## config.mk

```make
export PLATFORM = sky130hd
export DESIGN_NAME = select_before_operate_controller
export DESIGN_NICKNAME = d
export VERILOG_FILES = /design/src/sbo_pkg.sv /design/src/select_before_operate_controller.sv /design/src/sbo_chan_mem.sv /design/src/sbo_hold_div.sv
export SDC_FILE = /design/constraint.sdc
export NUM_CORES = 2
export LEC_CHECK = 0
export BUFFER_PORTS_ARGS = -buffer_cell sky130_fd_sc_hd__buf_2
export CORE_UTILIZATION = 45
export CTS_CLUSTER_DIAMETER = 30
export DETAILED_ROUTE_END_ITERATION = 8
export PLACE_DENSITY_LB_ADDON = 0.05
export SLEW_MARGIN = 10
export SYNTH_ARGS = -nofsm -noshare
export SYNTH_HDL_FRONTEND = slang
export SYNTH_SLANG_ARGS = --single-unit
```

## constraint.sdc

```tcl
create_clock -name clk_i -period 6.3 [get_ports clk_i]
set_input_delay 0.945 -clock clk_i [delete_from_list [all_inputs] [get_ports clk_i]]
set_output_delay 0.945 -clock clk_i [all_outputs]
set_load 0.01 [all_outputs]
```

## src/sbo_pkg.sv

```systemverilog
// shared types and constants of the select-before-operate controller
// used by the top level and sbo_chan_mem; no dependencies

package sbo_pkg;

  // command opcodes
  localparam logic [2:0] OP_TICK    = 3'd0;
  localparam logic [2:0] OP_SELECT  = 3'd1;
  localparam logic [2:0] OP_EXECUTE = 3'd2;
  localparam logic [2:0] OP_CANCEL  = 3'd3;
  localparam logic [2:0] OP_DIRECT  = 3'd4;
  localparam logic [2:0] OP_TEST    = 3'd5;

  // result kinds
  localparam logic [2:0] KIND_SELECT_ECHO = 3'd0;
  localparam logic [2:0] KIND_EXEC_ECHO   = 3'd1;
  localparam logic [2:0] KIND_DIRECT_ECHO = 3'd2;
  localparam logic [2:0] KIND_RELAY_UPD   = 3'd3;
  localparam logic [2:0] KIND_TEST_UPD    = 3'd4;
  localparam logic [2:0] KIND_TICK_DONE   = 3'd5;

  // status codes
  localparam logic [2:0] ST_OK          = 3'd0;
  localparam logic [2:0] ST_BAD_CHANNEL = 3'd1;
  localparam logic [2:0] ST_BUSY        = 3'd2;
  localparam logic [2:0] ST_VERIFY_FAIL = 3'd3;
  localparam logic [2:0] ST_SEL_TIMEOUT = 3'd4;

  // relay actions
  localparam logic [1:0] DRV_NONE     = 2'd0;
  localparam logic [1:0] DRV_ENERGIZE = 2'd1;
  localparam logic [1:0] DRV_RELEASE  = 2'd2;

  // configuration register indexes
  localparam logic [1:0] CFG_CHANNEL_COUNT  = 2'd0;
  localparam logic [1:0] CFG_VERIFY_WAIT    = 2'd1;
  localparam logic [1:0] CFG_SELECT_TIMEOUT = 2'd2;

  typedef enum logic [2:0] {
    PH_IDLE      = 3'd0,
    PH_SELECTING = 3'd1,
    PH_SELECTED  = 3'd2,
    PH_EXECUTING = 3'd3,
    PH_DIRECT    = 3'd4
  } phase_e;

  typedef struct packed {
    phase_e      phase;
    logic [15:0] ticks;
  } chan_state_t;

  typedef struct packed {
    logic [2:0]  opcode;
    logic [5:0]  channel;
    logic [31:0] verify_bits;
    logic [15:0] hold_time_ms;
    logic [15:0] tag;
  } in_item_t;

  typedef struct packed {
    logic [2:0]  kind;
    logic [5:0]  out_channel;
    logic [2:0]  status_code;
    logic [1:0]  pre_drive;
    logic [1:0]  exec_drive;
    logic [1:0]  test_drive;
    logic [15:0] echo_tag;
    logic        last;
  } out_item_t;

endpackage

```

## src/select_before_operate_controller.sv

```systemverilog
// top level of the select-before-operate relay controller: sequencer,
// config registers, test output state and output register; uses sbo_pkg,
// sbo_chan_mem and sbo_hold_div
//
//   port group     dir  handshake            payload
//   in_*           in   in_valid_i/in_stall_o  sbo_pkg::in_item_t
//   out_*          out  out_valid_o/out_stall_i sbo_pkg::out_item_t
//   cfg_*          in   cfg_valid_i/cfg_ready_o cfg_index_i, cfg_data_i
//
// a command is checked in S_CMD against the channel word read at accept; its echo
// is registered once the output is free, and S_IDLE then takes the next word
// a tick walks the channels in use one channel per cycle, unless a stalled output
// holds it, through the memory read-modify-write, then the test step and the
// tick-done word; the registered memory read sets the per-channel pace
// reset is asynchronous; channel memory reads as idle until written, no sweep
// a stalled output holds the sequencer wherever a word must be emitted

module select_before_operate_controller #(
  parameter int MAX_CHANNELS = 32,
  parameter int TICK_MS      = 10
) (
  input  logic              clk_i,
  input  logic              rst_ni,
  input  logic              in_valid_i,
  output logic              in_stall_o,
  input  sbo_pkg::in_item_t in_data_i,
  output logic              out_valid_o,
  input  logic              out_stall_i,
  output sbo_pkg::out_item_t out_data_o,
  input  logic              cfg_valid_i,
  output logic              cfg_ready_o,
  input  logic [1:0]        cfg_index_i,
  input  logic [15:0]       cfg_data_i
);

  localparam int AW = (MAX_CHANNELS > 1) ? $clog2(MAX_CHANNELS) : 1;

  typedef enum logic [4:0] {
    S_IDLE = 5'b00001,
    S_CMD  = 5'b00010,
    S_WALK = 5'b00100,
    S_TEST = 5'b01000,
    S_DONE = 5'b10000
  } state_e;

  state_e             state_q, state_d;
  sbo_pkg::in_item_t  item_q;
  logic [AW-1:0]      idx_q, idx_d;
  logic [5:0]         ch_count_q;
  logic [15:0]        verify_wait_q;
  logic [15:0]        sel_timeout_q;
  logic               test_active_q, test_active_d;
  logic [15:0]        test_ticks_q, test_ticks_d;
  logic [5:0]         test_channel_q, test_channel_d;
  logic               out_valid_q;
  sbo_pkg::out_item_t out_data_q;

  logic               accept;
  logic               out_free;
  logic               emit;
  sbo_pkg::out_item_t res;
  logic [5:0]         in_use;
  logic               rd_en;
  logic [AW-1:0]      rd_addr;
  logic               wr_en;
  logic [AW-1:0]      wr_addr;
  sbo_pkg::chan_state_t wr_data;
  sbo_pkg::chan_state_t rd_data;
  logic [15:0]        hold_ticks;

  assign accept      = in_valid_i && !in_stall_o;
  assign in_stall_o  = (state_q != S_IDLE);
  assign out_free    = !out_valid_q || !out_stall_i;
  assign in_use      = (ch_count_q > 6'(MAX_CHANNELS)) ? 6'(MAX_CHANNELS) : ch_count_q;
  assign cfg_ready_o = 1'b1;

  sbo_chan_mem #(
    .DEPTH (MAX_CHANNELS),
    .AW    (AW)
  ) u_mem (
    .clk_i     (clk_i),
    .rst_ni    (rst_ni),
    .rd_en_i   (rd_en),
    .rd_addr_i (rd_addr),
    .wr_en_i   (wr_en),
    .wr_addr_i (wr_addr),
    .wr_data_i (wr_data),
    .rd_data_o (rd_data)
  );

  sbo_hold_div #(
    .TICK_MS (TICK_MS)
  ) u_div (
    .clk_i   (clk_i),
    .en_i    (accept),
    .hold_i  (in_data_i.hold_time_ms),
    .ticks_o (hold_ticks)
  );

  always_comb begin
    logic ch_ok;
    logic vbit_cmd;
    logic vbit_walk;
    logic last_ch;
    logic adv;

    state_d        = state_q;
    idx_d          = idx_q;
    test_active_d  = test_active_q;
    test_ticks_d   = test_ticks_q;
    test_channel_d = test_channel_q;
    rd_en          = 1'b0;
    rd_addr        = in_data_i.channel[AW-1:0];
    wr_en          = 1'b0;
    wr_addr        = item_q.channel[AW-1:0];
    wr_data        = rd_data;
    emit           = 1'b0;
    res            = '0;
    res.echo_tag   = item_q.tag;
    res.out_channel = item_q.channel;
    res.last       = 1'b1;

    ch_ok     = item_q.channel < in_use;
    vbit_cmd  = item_q.verify_bits[item_q.channel[4:0]];
    vbit_walk = item_q.verify_bits[idx_q];
    last_ch   = (6'(idx_q) == (in_use - 6'd1));
    adv       = 1'b0;

    case (state_q)
      S_IDLE: begin
        if (accept) begin
          if (in_data_i.opcode == sbo_pkg::OP_TICK) begin
            if (in_use == 6'd0) begin
              state_d = S_TEST;
            end else begin
              rd_en   = 1'b1;
              rd_addr = '0;
              idx_d   = '0;
              state_d = S_WALK;
            end
          end else if (in_data_i.opcode <= sbo_pkg::OP_TEST) begin
            rd_en   = 1'b1;
            state_d = S_CMD;
          end
        end
      end

      S_CMD: begin
        case (item_q.opcode)
          sbo_pkg::OP_SELECT: begin
            res.kind = sbo_pkg::KIND_SELECT_ECHO;
            if (!ch_ok) begin
              res.status_code = sbo_pkg::ST_BAD_CHANNEL;
            end else if (rd_data.phase != sbo_pkg::PH_IDLE) begin
              res.status_code = sbo_pkg::ST_BUSY;
            end else if (vbit_cmd) begin
              res.pre_drive = sbo_pkg::DRV_ENERGIZE;
              wr_en         = 1'b1;
              wr_data.phase = sbo_pkg::PH_SELECTED;
              wr_data.ticks = sel_timeout_q;
            end else begin
              res.kind      = sbo_pkg::KIND_RELAY_UPD;
              res.pre_drive = sbo_pkg::DRV_ENERGIZE;
              wr_en         = 1'b1;
              wr_data.phase = sbo_pkg::PH_SELECTING;
              wr_data.ticks = verify_wait_q;
            end
          end
          sbo_pkg::OP_EXECUTE: begin
            res.kind = sbo_pkg::KIND_EXEC_ECHO;
            if (!ch_ok) begin
              res.status_code = sbo_pkg::ST_BAD_CHANNEL;
            end else if (rd_data.phase != sbo_pkg::PH_SELECTED) begin
              res.status_code = sbo_pkg::ST_BUSY;
            end else begin
              res.exec_drive = sbo_pkg::DRV_ENERGIZE;
              wr_en          = 1'b1;
              wr_data.phase  = sbo_pkg::PH_EXECUTING;
              wr_data.ticks  = hold_ticks;
            end
          end
          sbo_pkg::OP_CANCEL: begin
            res.kind = sbo_pkg::KIND_EXEC_ECHO;
            if (!ch_ok) begin
              res.status_code = sbo_pkg::ST_BAD_CHANNEL;
            end else if (rd_data.phase != sbo_pkg::PH_SELECTED &&
                         rd_data.phase != sbo_pkg::PH_SELECTING) begin
              res.status_code = sbo_pkg::ST_BUSY;
            end else begin
              res.pre_drive = sbo_pkg::DRV_RELEASE;
              wr_en         = 1'b1;
              wr_data.phase = sbo_pkg::PH_IDLE;
              wr_data.ticks = '0;
            end
          end
          sbo_pkg::OP_DIRECT: begin
            res.kind = sbo_pkg::KIND_DIRECT_ECHO;
            if (!ch_ok) begin
              res.status_code = sbo_pkg::ST_BAD_CHANNEL;
            end else if (rd_data.phase != sbo_pkg::PH_IDLE) begin
              res.status_code = sbo_pkg::ST_BUSY;
            end else begin
              res.pre_drive  = sbo_pkg::DRV_ENERGIZE;
              res.exec_drive = sbo_pkg::DRV_ENERGIZE;
              wr_en          = 1'b1;
              wr_data.phase  = sbo_pkg::PH_DIRECT;
              wr_data.ticks  = hold_ticks;
            end
          end
          default: begin
            // test drive, channel not range checked
            res.kind = sbo_pkg::KIND_TEST_UPD;
            if (test_active_q) begin
              res.status_code = sbo_pkg::ST_BUSY;
            end else if (out_free) begin
              res.test_drive = sbo_pkg::DRV_ENERGIZE;
              test_active_d  = 1'b1;
              test_ticks_d   = hold_ticks;
              test_channel_d = item_q.channel;
            end
          end
        endcase
        if (out_free) begin
          emit    = 1'b1;
          state_d = S_IDLE;
        end else begin
          wr_en = 1'b0;
        end
      end

      S_WALK: begin
        wr_addr         = idx_q;
        res.kind        = sbo_pkg::KIND_SELECT_ECHO;
        res.out_channel = 6'(idx_q);
        res.last        = 1'b0;
        case (rd_data.phase)
          sbo_pkg::PH_SELECTING: begin
            if (rd_data.ticks != 16'd0) begin
              if (vbit_walk) begin
                emit          = 1'b1;
                wr_data.phase = sbo_pkg::PH_SELECTED;
                wr_data.ticks = sel_timeout_q;
              end else begin
                wr_data.ticks = rd_data.ticks - 16'd1;
              end
            end else begin
              emit            = 1'b1;
              res.status_code = sbo_pkg::ST_VERIFY_FAIL;
              res.pre_drive   = sbo_pkg::DRV_RELEASE;
              wr_data.phase   = sbo_pkg::PH_IDLE;
            end
          end
          sbo_pkg::PH_SELECTED: begin
            if (rd_data.ticks == 16'd0) begin
              emit            = 1'b1;
              res.status_code = sbo_pkg::ST_SEL_TIMEOUT;
              res.pre_drive   = sbo_pkg::DRV_RELEASE;
              wr_data.phase   = sbo_pkg::PH_IDLE;
            end else begin
              wr_data.ticks = rd_data.ticks - 16'd1;
            end
          end
          sbo_pkg::PH_EXECUTING, sbo_pkg::PH_DIRECT: begin
            if (rd_data.ticks == 16'd0) begin
              emit           = 1'b1;
              res.kind       = sbo_pkg::KIND_RELAY_UPD;
              res.pre_drive  = sbo_pkg::DRV_RELEASE;
              res.exec_drive = sbo_pkg::DRV_RELEASE;
              wr_data.phase  = sbo_pkg::PH_IDLE;
            end else begin
              wr_data.ticks = rd_data.ticks - 16'd1;
            end
          end
          default: begin
          end
        endcase
        adv = !emit || out_free;
        if (!adv) begin
          emit = 1'b0;
        end else begin
          wr_en = 1'b1;
          if (last_ch) begin
            state_d = S_TEST;
          end else begin
            idx_d   = idx_q + AW'(1);
            rd_en   = 1'b1;
            rd_addr = idx_q + AW'(1);
          end
        end
      end

      S_TEST: begin
        res.kind        = sbo_pkg::KIND_TEST_UPD;
        res.out_channel = test_channel_q;
        res.test_drive  = sbo_pkg::DRV_RELEASE;
        res.last        = 1'b0;
        if (test_active_q && test_ticks_q == 16'd0) begin
          if (out_free) begin
            emit          = 1'b1;
            test_active_d = 1'b0;
            state_d       = S_DONE;
          end
        end else begin
          if (test_active_q) begin
            test_ticks_d = test_ticks_q - 16'd1;
          end
          state_d = S_DONE;
        end
      end

      S_DONE: begin
        res.kind        = sbo_pkg::KIND_TICK_DONE;
        res.out_channel = '0;
        if (out_free) begin
          emit    = 1'b1;
          state_d = S_IDLE;
        end
      end

      default: begin
        state_d = S_IDLE;
      end
    endcase
  end

  always_ff @(posedge clk_i) begin
    if (accept) begin
      item_q <= in_data_i;
    end
    if (emit) begin
      out_data_q <= res;
    end
  end

  always_ff @(posedge clk_i or negedge rst_ni) begin
    if (!rst_ni) begin
      state_q        <= S_IDLE;
      idx_q          <= '0;
      ch_count_q     <= 6'd32;
      verify_wait_q  <= 16'd2;
      sel_timeout_q  <= 16'd3000;
      test_active_q  <= 1'b0;
      test_ticks_q   <= '0;
      test_channel_q <= '0;
      out_valid_q    <= 1'b0;
    end else begin
      state_q        <= state_d;
      idx_q          <= idx_d;
      test_active_q  <= test_active_d;
      test_ticks_q   <= test_ticks_d;
      test_channel_q <= test_channel_d;
      if (emit) begin
        out_valid_q <= 1'b1;
      end else if (!out_stall_i) begin
        out_valid_q <= 1'b0;
      end
      if (cfg_valid_i && cfg_ready_o) begin
        case (cfg_index_i)
          sbo_pkg::CFG_CHANNEL_COUNT:  ch_count_q    <= cfg_data_i[5:0];
          sbo_pkg::CFG_VERIFY_WAIT:    verify_wait_q <= cfg_data_i;
          sbo_pkg::CFG_SELECT_TIMEOUT: sel_timeout_q <= cfg_data_i;
          default: begin
          end
        endcase
      end
    end
  end

  assign out_valid_o = out_valid_q;
  assign out_data_o  = out_data_q;

endmodule

```

## src/sbo_chan_mem.sv

```systemverilog
// per-channel phase and tick counter memory, registered read
// entries read as idle with zero ticks until first written; uses sbo_pkg

module sbo_chan_mem #(
  parameter int DEPTH = 32,
  parameter int AW    = 5
) (
  input  logic                clk_i,
  input  logic                rst_ni,
  input  logic                rd_en_i,
  input  logic [AW-1:0]       rd_addr_i,
  input  logic                wr_en_i,
  input  logic [AW-1:0]       wr_addr_i,
  input  sbo_pkg::chan_state_t wr_data_i,
  output sbo_pkg::chan_state_t rd_data_o
);

  sbo_pkg::chan_state_t mem_q [DEPTH];
  sbo_pkg::chan_state_t rd_word_q;
  logic [DEPTH-1:0]     vld_q;
  logic                 rd_vld_q;

  always_ff @(posedge clk_i) begin
    if (wr_en_i) begin
      mem_q[wr_addr_i] <= wr_data_i;
    end
    if (rd_en_i) begin
      rd_word_q <= mem_q[rd_addr_i];
    end
  end

  // written flags stand in for clearing the array at reset
  always_ff @(posedge clk_i or negedge rst_ni) begin
    if (!rst_ni) begin
      vld_q    <= '0;
      rd_vld_q <= 1'b0;
    end else begin
      if (wr_en_i) begin
        vld_q[wr_addr_i] <= 1'b1;
      end
      if (rd_en_i) begin
        rd_vld_q <= vld_q[rd_addr_i];
      end
    end
  end

  assign rd_data_o = rd_vld_q ? rd_word_q : '0;

endmodule

```

## src/sbo_hold_div.sv

```systemverilog
// hold time in ms to ticks: divide by TICK_MS through a reciprocal multiply
// product registered, quotient valid in the cycle after en_i; no dependencies

module sbo_hold_div #(
  parameter int TICK_MS = 10
) (
  input  logic        clk_i,
  input  logic        en_i,
  input  logic [15:0] hold_i,
  output logic [15:0] ticks_o
);

  localparam int  L     = $clog2(TICK_MS);
  localparam int  SHIFT = 16 + L;
  localparam longint MULT_FULL = ((longint'(1) << SHIFT) + TICK_MS - 1) / TICK_MS;
  localparam logic [16:0] MULT = 17'(MULT_FULL);

  logic [32:0] prod_q;
  logic [32:0] prod_d;

  assign prod_d = 33'(hold_i) * 33'(MULT);

  always_ff @(posedge clk_i) begin
    if (en_i) begin
      prod_q <= prod_d;
    end
  end

  assign ticks_o = 16'(prod_q >> SHIFT);

endmodule
```

==> impl_metrics.json <==
{
  "hold_class": "in2async",
  "tightest_slew_ns": 1.157,
  "ir_drop_v": 0.0003052,
  "ys.flop_type": "edfxtp_1",
  "initial_core_util": 0.4549,
  "ant_nets": 0,
  "setup_viol": 0,
  "synth_top_area_share": 0.5569,
  "syn_inst": 2911,
  "period_needed_ns": 5.852,
  "crit_path_max_incr_delay_ns": 0.57,
  "pwr_density_cell_mw_per_mm2": 443.6,
  "cts_setup_buffers": 0,
  "drive_above_1_share": 0.2354,
  "core-area_sq_mm": 0.08675,
  "synth_compound_area_frac": 0.09222,
  "mostFrequentLayoutCell": "edfxtp_1",
  "critPathKind": "in2reg",
  "drc": 0,
  "htree_levels": 4,
  "yosys.area.top_type": "edfxtp_1",
  "arrival_ns": 6.33,
  "crit_chain": "buf_2 > ha_1 > ha_1 > inv_1 > fa_1 > inv_1 > fa_1 > fa_1 > fa_1 > ha_1 > a21o_1 > a21o_1 > a21o_1 > a211o_1 > a21oi_1 > o41ai_1 > a221oi_1 > buf_4 > o21ai_0 > nor4_1 > nor3_1 > xnor2_1",
  "synth_area_per_cell_sq_um": 13.56,
  "via_count": 26140,
  "ys_warn_count": 0,
  "vias_per_cell": 5.726,
  "m1WireLength_mm": 49.53,
  "synth_edf_count": 732,
  "slew_headroom": 0.2263,
  "fin_nets": 3568,
  "crit_path_end_kind": "register",
  "hold_viol": 0,
  "path_delay_family": "adder cells",
  "fill_cells": 7160,
  "synth.area.top_cells": "edfxtp_1 56%, dfrtp_1 6.0%, mux2i_1 4.6%",
  "synth_adder_area_share": 0.08414,
  "clockBufferDepth": 3,
  "fin_worst_skew_ns": 0.03469,
  "hpwl_mm": 76.69,
  "syn_nets": 3225,
  "io-pin-count": 134,
  "place_congestion": 0.8737,
  "leakage_nw": 18.94,
  "post_cts_resized": 0,
  "std_cell_rows": 108,
  "synthXorXnorAreaFrac": 0.008876,
  "synth_top_family_by_area": "compound AO/OA/AOI/OAI gates",
  "wl_per_cell_microns": 25.32,
  "routed_wl_mm": 115.6,
  "clock-root-buffer": "clkbuf_16",
  "startpoint_type": "primary input",
  "rsz0062_at_grt": "no",
  "clk_latency_ns": 0.76,
  "die-height_microns": 298.2,
  "synthSimpleGateAreaFrac": 0.08972,
  "syn2layout_area_growth_pct": 24.00,
  "cp_max_fo": 4,
  "ys_types": 88,
  "first_pass_iters": 6,
  "wl_met2_mm": 56.52,
  "grt_overflow": 0,
  "io_buffers": 132,
  "syn_area_sq_mm": 0.03947,
  "drtIter0Drc": 2149,
  "drv_cap": 0,
  "finalCritPeriodShare": 0.9289,
  "async_reset_ff_frac": 0.1254,
  "clk_pin_slew_ns": 0.04,
  "whs_ns": 0.2335,
  "tritoncts": "done",
  "cts_sinks": 837,
  "final_cell_mix": "732 x edfxtp_1, 422 x nand2_1, 180 x mux2i_1",
  "grt.total_usage": 0.2612,
  "wl_met3_mm": 6.755,
  "topRoutingLayerUsed": "met4",
  "crit_top_cell": "fa_1",
  "cp_num_buf_inv": 4,
  "outcome": "finished, final reports clean",
  "crit_slowest_cell": "fa_1",
  "muxShareOfSynthArea": 0.06940,
  "ys_seq_elements": 837,
  "ctsHoldBuffers": 0,
  "ys_seq_area_frac": 0.6238,
  "die_x_microns": 298.2,
  "grt_first_pass_wirelength_mm": 171.8,
  "dieArea_sq_mm": 0.08889,
  "fin_util": 0.5641,
  "grt_max_degree": 71,
  "grt_pass1_vias": 26520,
  "antenna_found_initial": 2,
  "slew_violations": 0,
  "required_ns": 6.78,
  "cts_buffers": 174,
  "clock.fmax_mhz": 170.9
}
path summary, 6_finish.rpt:
path | start | cells past startpoint | slack, ns | endpoint
setup / recovery | in_data_i[27] | 22 | 0.45 | u_div.prod_q[32]
hold / removal | rst_ni | 1 | 0.23 | ch_count_q[0]
setup reg to reg | idx_q[1] | 12 | 0.94 | u_mem.rd_word_q[6]
hold reg to reg | item_q[13] | 0 | 0.42 | out_data_o[14]
max in group asynchronous | rst_ni | 2 | 4.78 | u_mem.vld_q[28]
min in group clk_i | in_data_i[15] | 1 | 0.36 | item_q[15]
routing by layer:
layer	global-route usage	vias to the layer above
met5	0	-
met4	0.08474	0
met3	0.04208	183
met2	0.4294	946
met1	0.3539	13310
li1	-	11700
cells in the mapped netlist, drive strengths merged (36+ instances only):
cell type  number
edfxtp        732
nand2         424
mux2i         183
a32oi         160
inv           150
ha            139
nor2          120
a21oi         108
dfrtp          95
o21ai          80
fa             79
clkbuf         78
buf            71
mux2           46
or2            36
cell families after synthesis:
| group | after synthesis |
|---|---|
| flip-flops | 837 |
| AND/OR/NAND/NOR | 768 |
| AO/OA/AOI/OAI | 502 |
| buffers and inverters | 300 |
| multiplexers | 245 |
| adder cells (fa/ha/maj) | 218 |
| XOR/XNOR | 40 |
| other | 1 |
sequential cells by signal, summed over array words and instances, names as in the netlist:
register,cells
u_mem.mem_q,608
item_q,57
out_data_o,35
u_mem.vld_q,32
u_mem.rd_word_q,19
sel_timeout_q,16
test_ticks_q,16
verify_wait_q,16
u_div.prod_q,13
ch_count_q,6
test_channel_q,6
idx_q,5
state_q,5
out_valid_o,1
test_active_q,1
u_mem.rd_vld_q,1
per-stage QoR:
step / setup WS [ns] / total power [W] / std cells / TNS [ns] / area [sq um]
floorplan: 0.02278 / 0.01037 / 2911 / 0 / 39470
global placement: -0.2882 / 0.01217 / 4233 / -0.8650 / 42670
detailed placement: -0.3373 / 0.01229 / 4233 / -1.196 / 42670
CTS: 0.4530 / 0.02187 / 4562 / 0 / 48930
global route: 0.1662 / 0.02273 / 4562 / 0 / 48930
finish: 0.4478 / 0.02171 / 4566 / 0 / 48940
where the power goes:
group          switching, W  total [W]  internal (W)
combinational       0.00304    0.00503       0.00199
clock               0.00302    0.00951       0.00650
sequential         0.000320    0.00717       0.00685
total               0.00638     0.0217        0.0153
cell type report:
class                           instances  area, sq um  area share
Antenna cell                            4        10.01   0.0002045
Clock buffer                          200         4586     0.09370
Clock inverter                        129         1670     0.03413
Inverter                              151        566.8     0.01158
Multi-Input combinational cell       1774        13900      0.2839
Sequential cell                       837        24620      0.5031
Tap cell                             1155         1445     0.02953
Timing Repair Buffer                  316         2145     0.04382
Note: power is estimated with default switching activity, not from simulation.
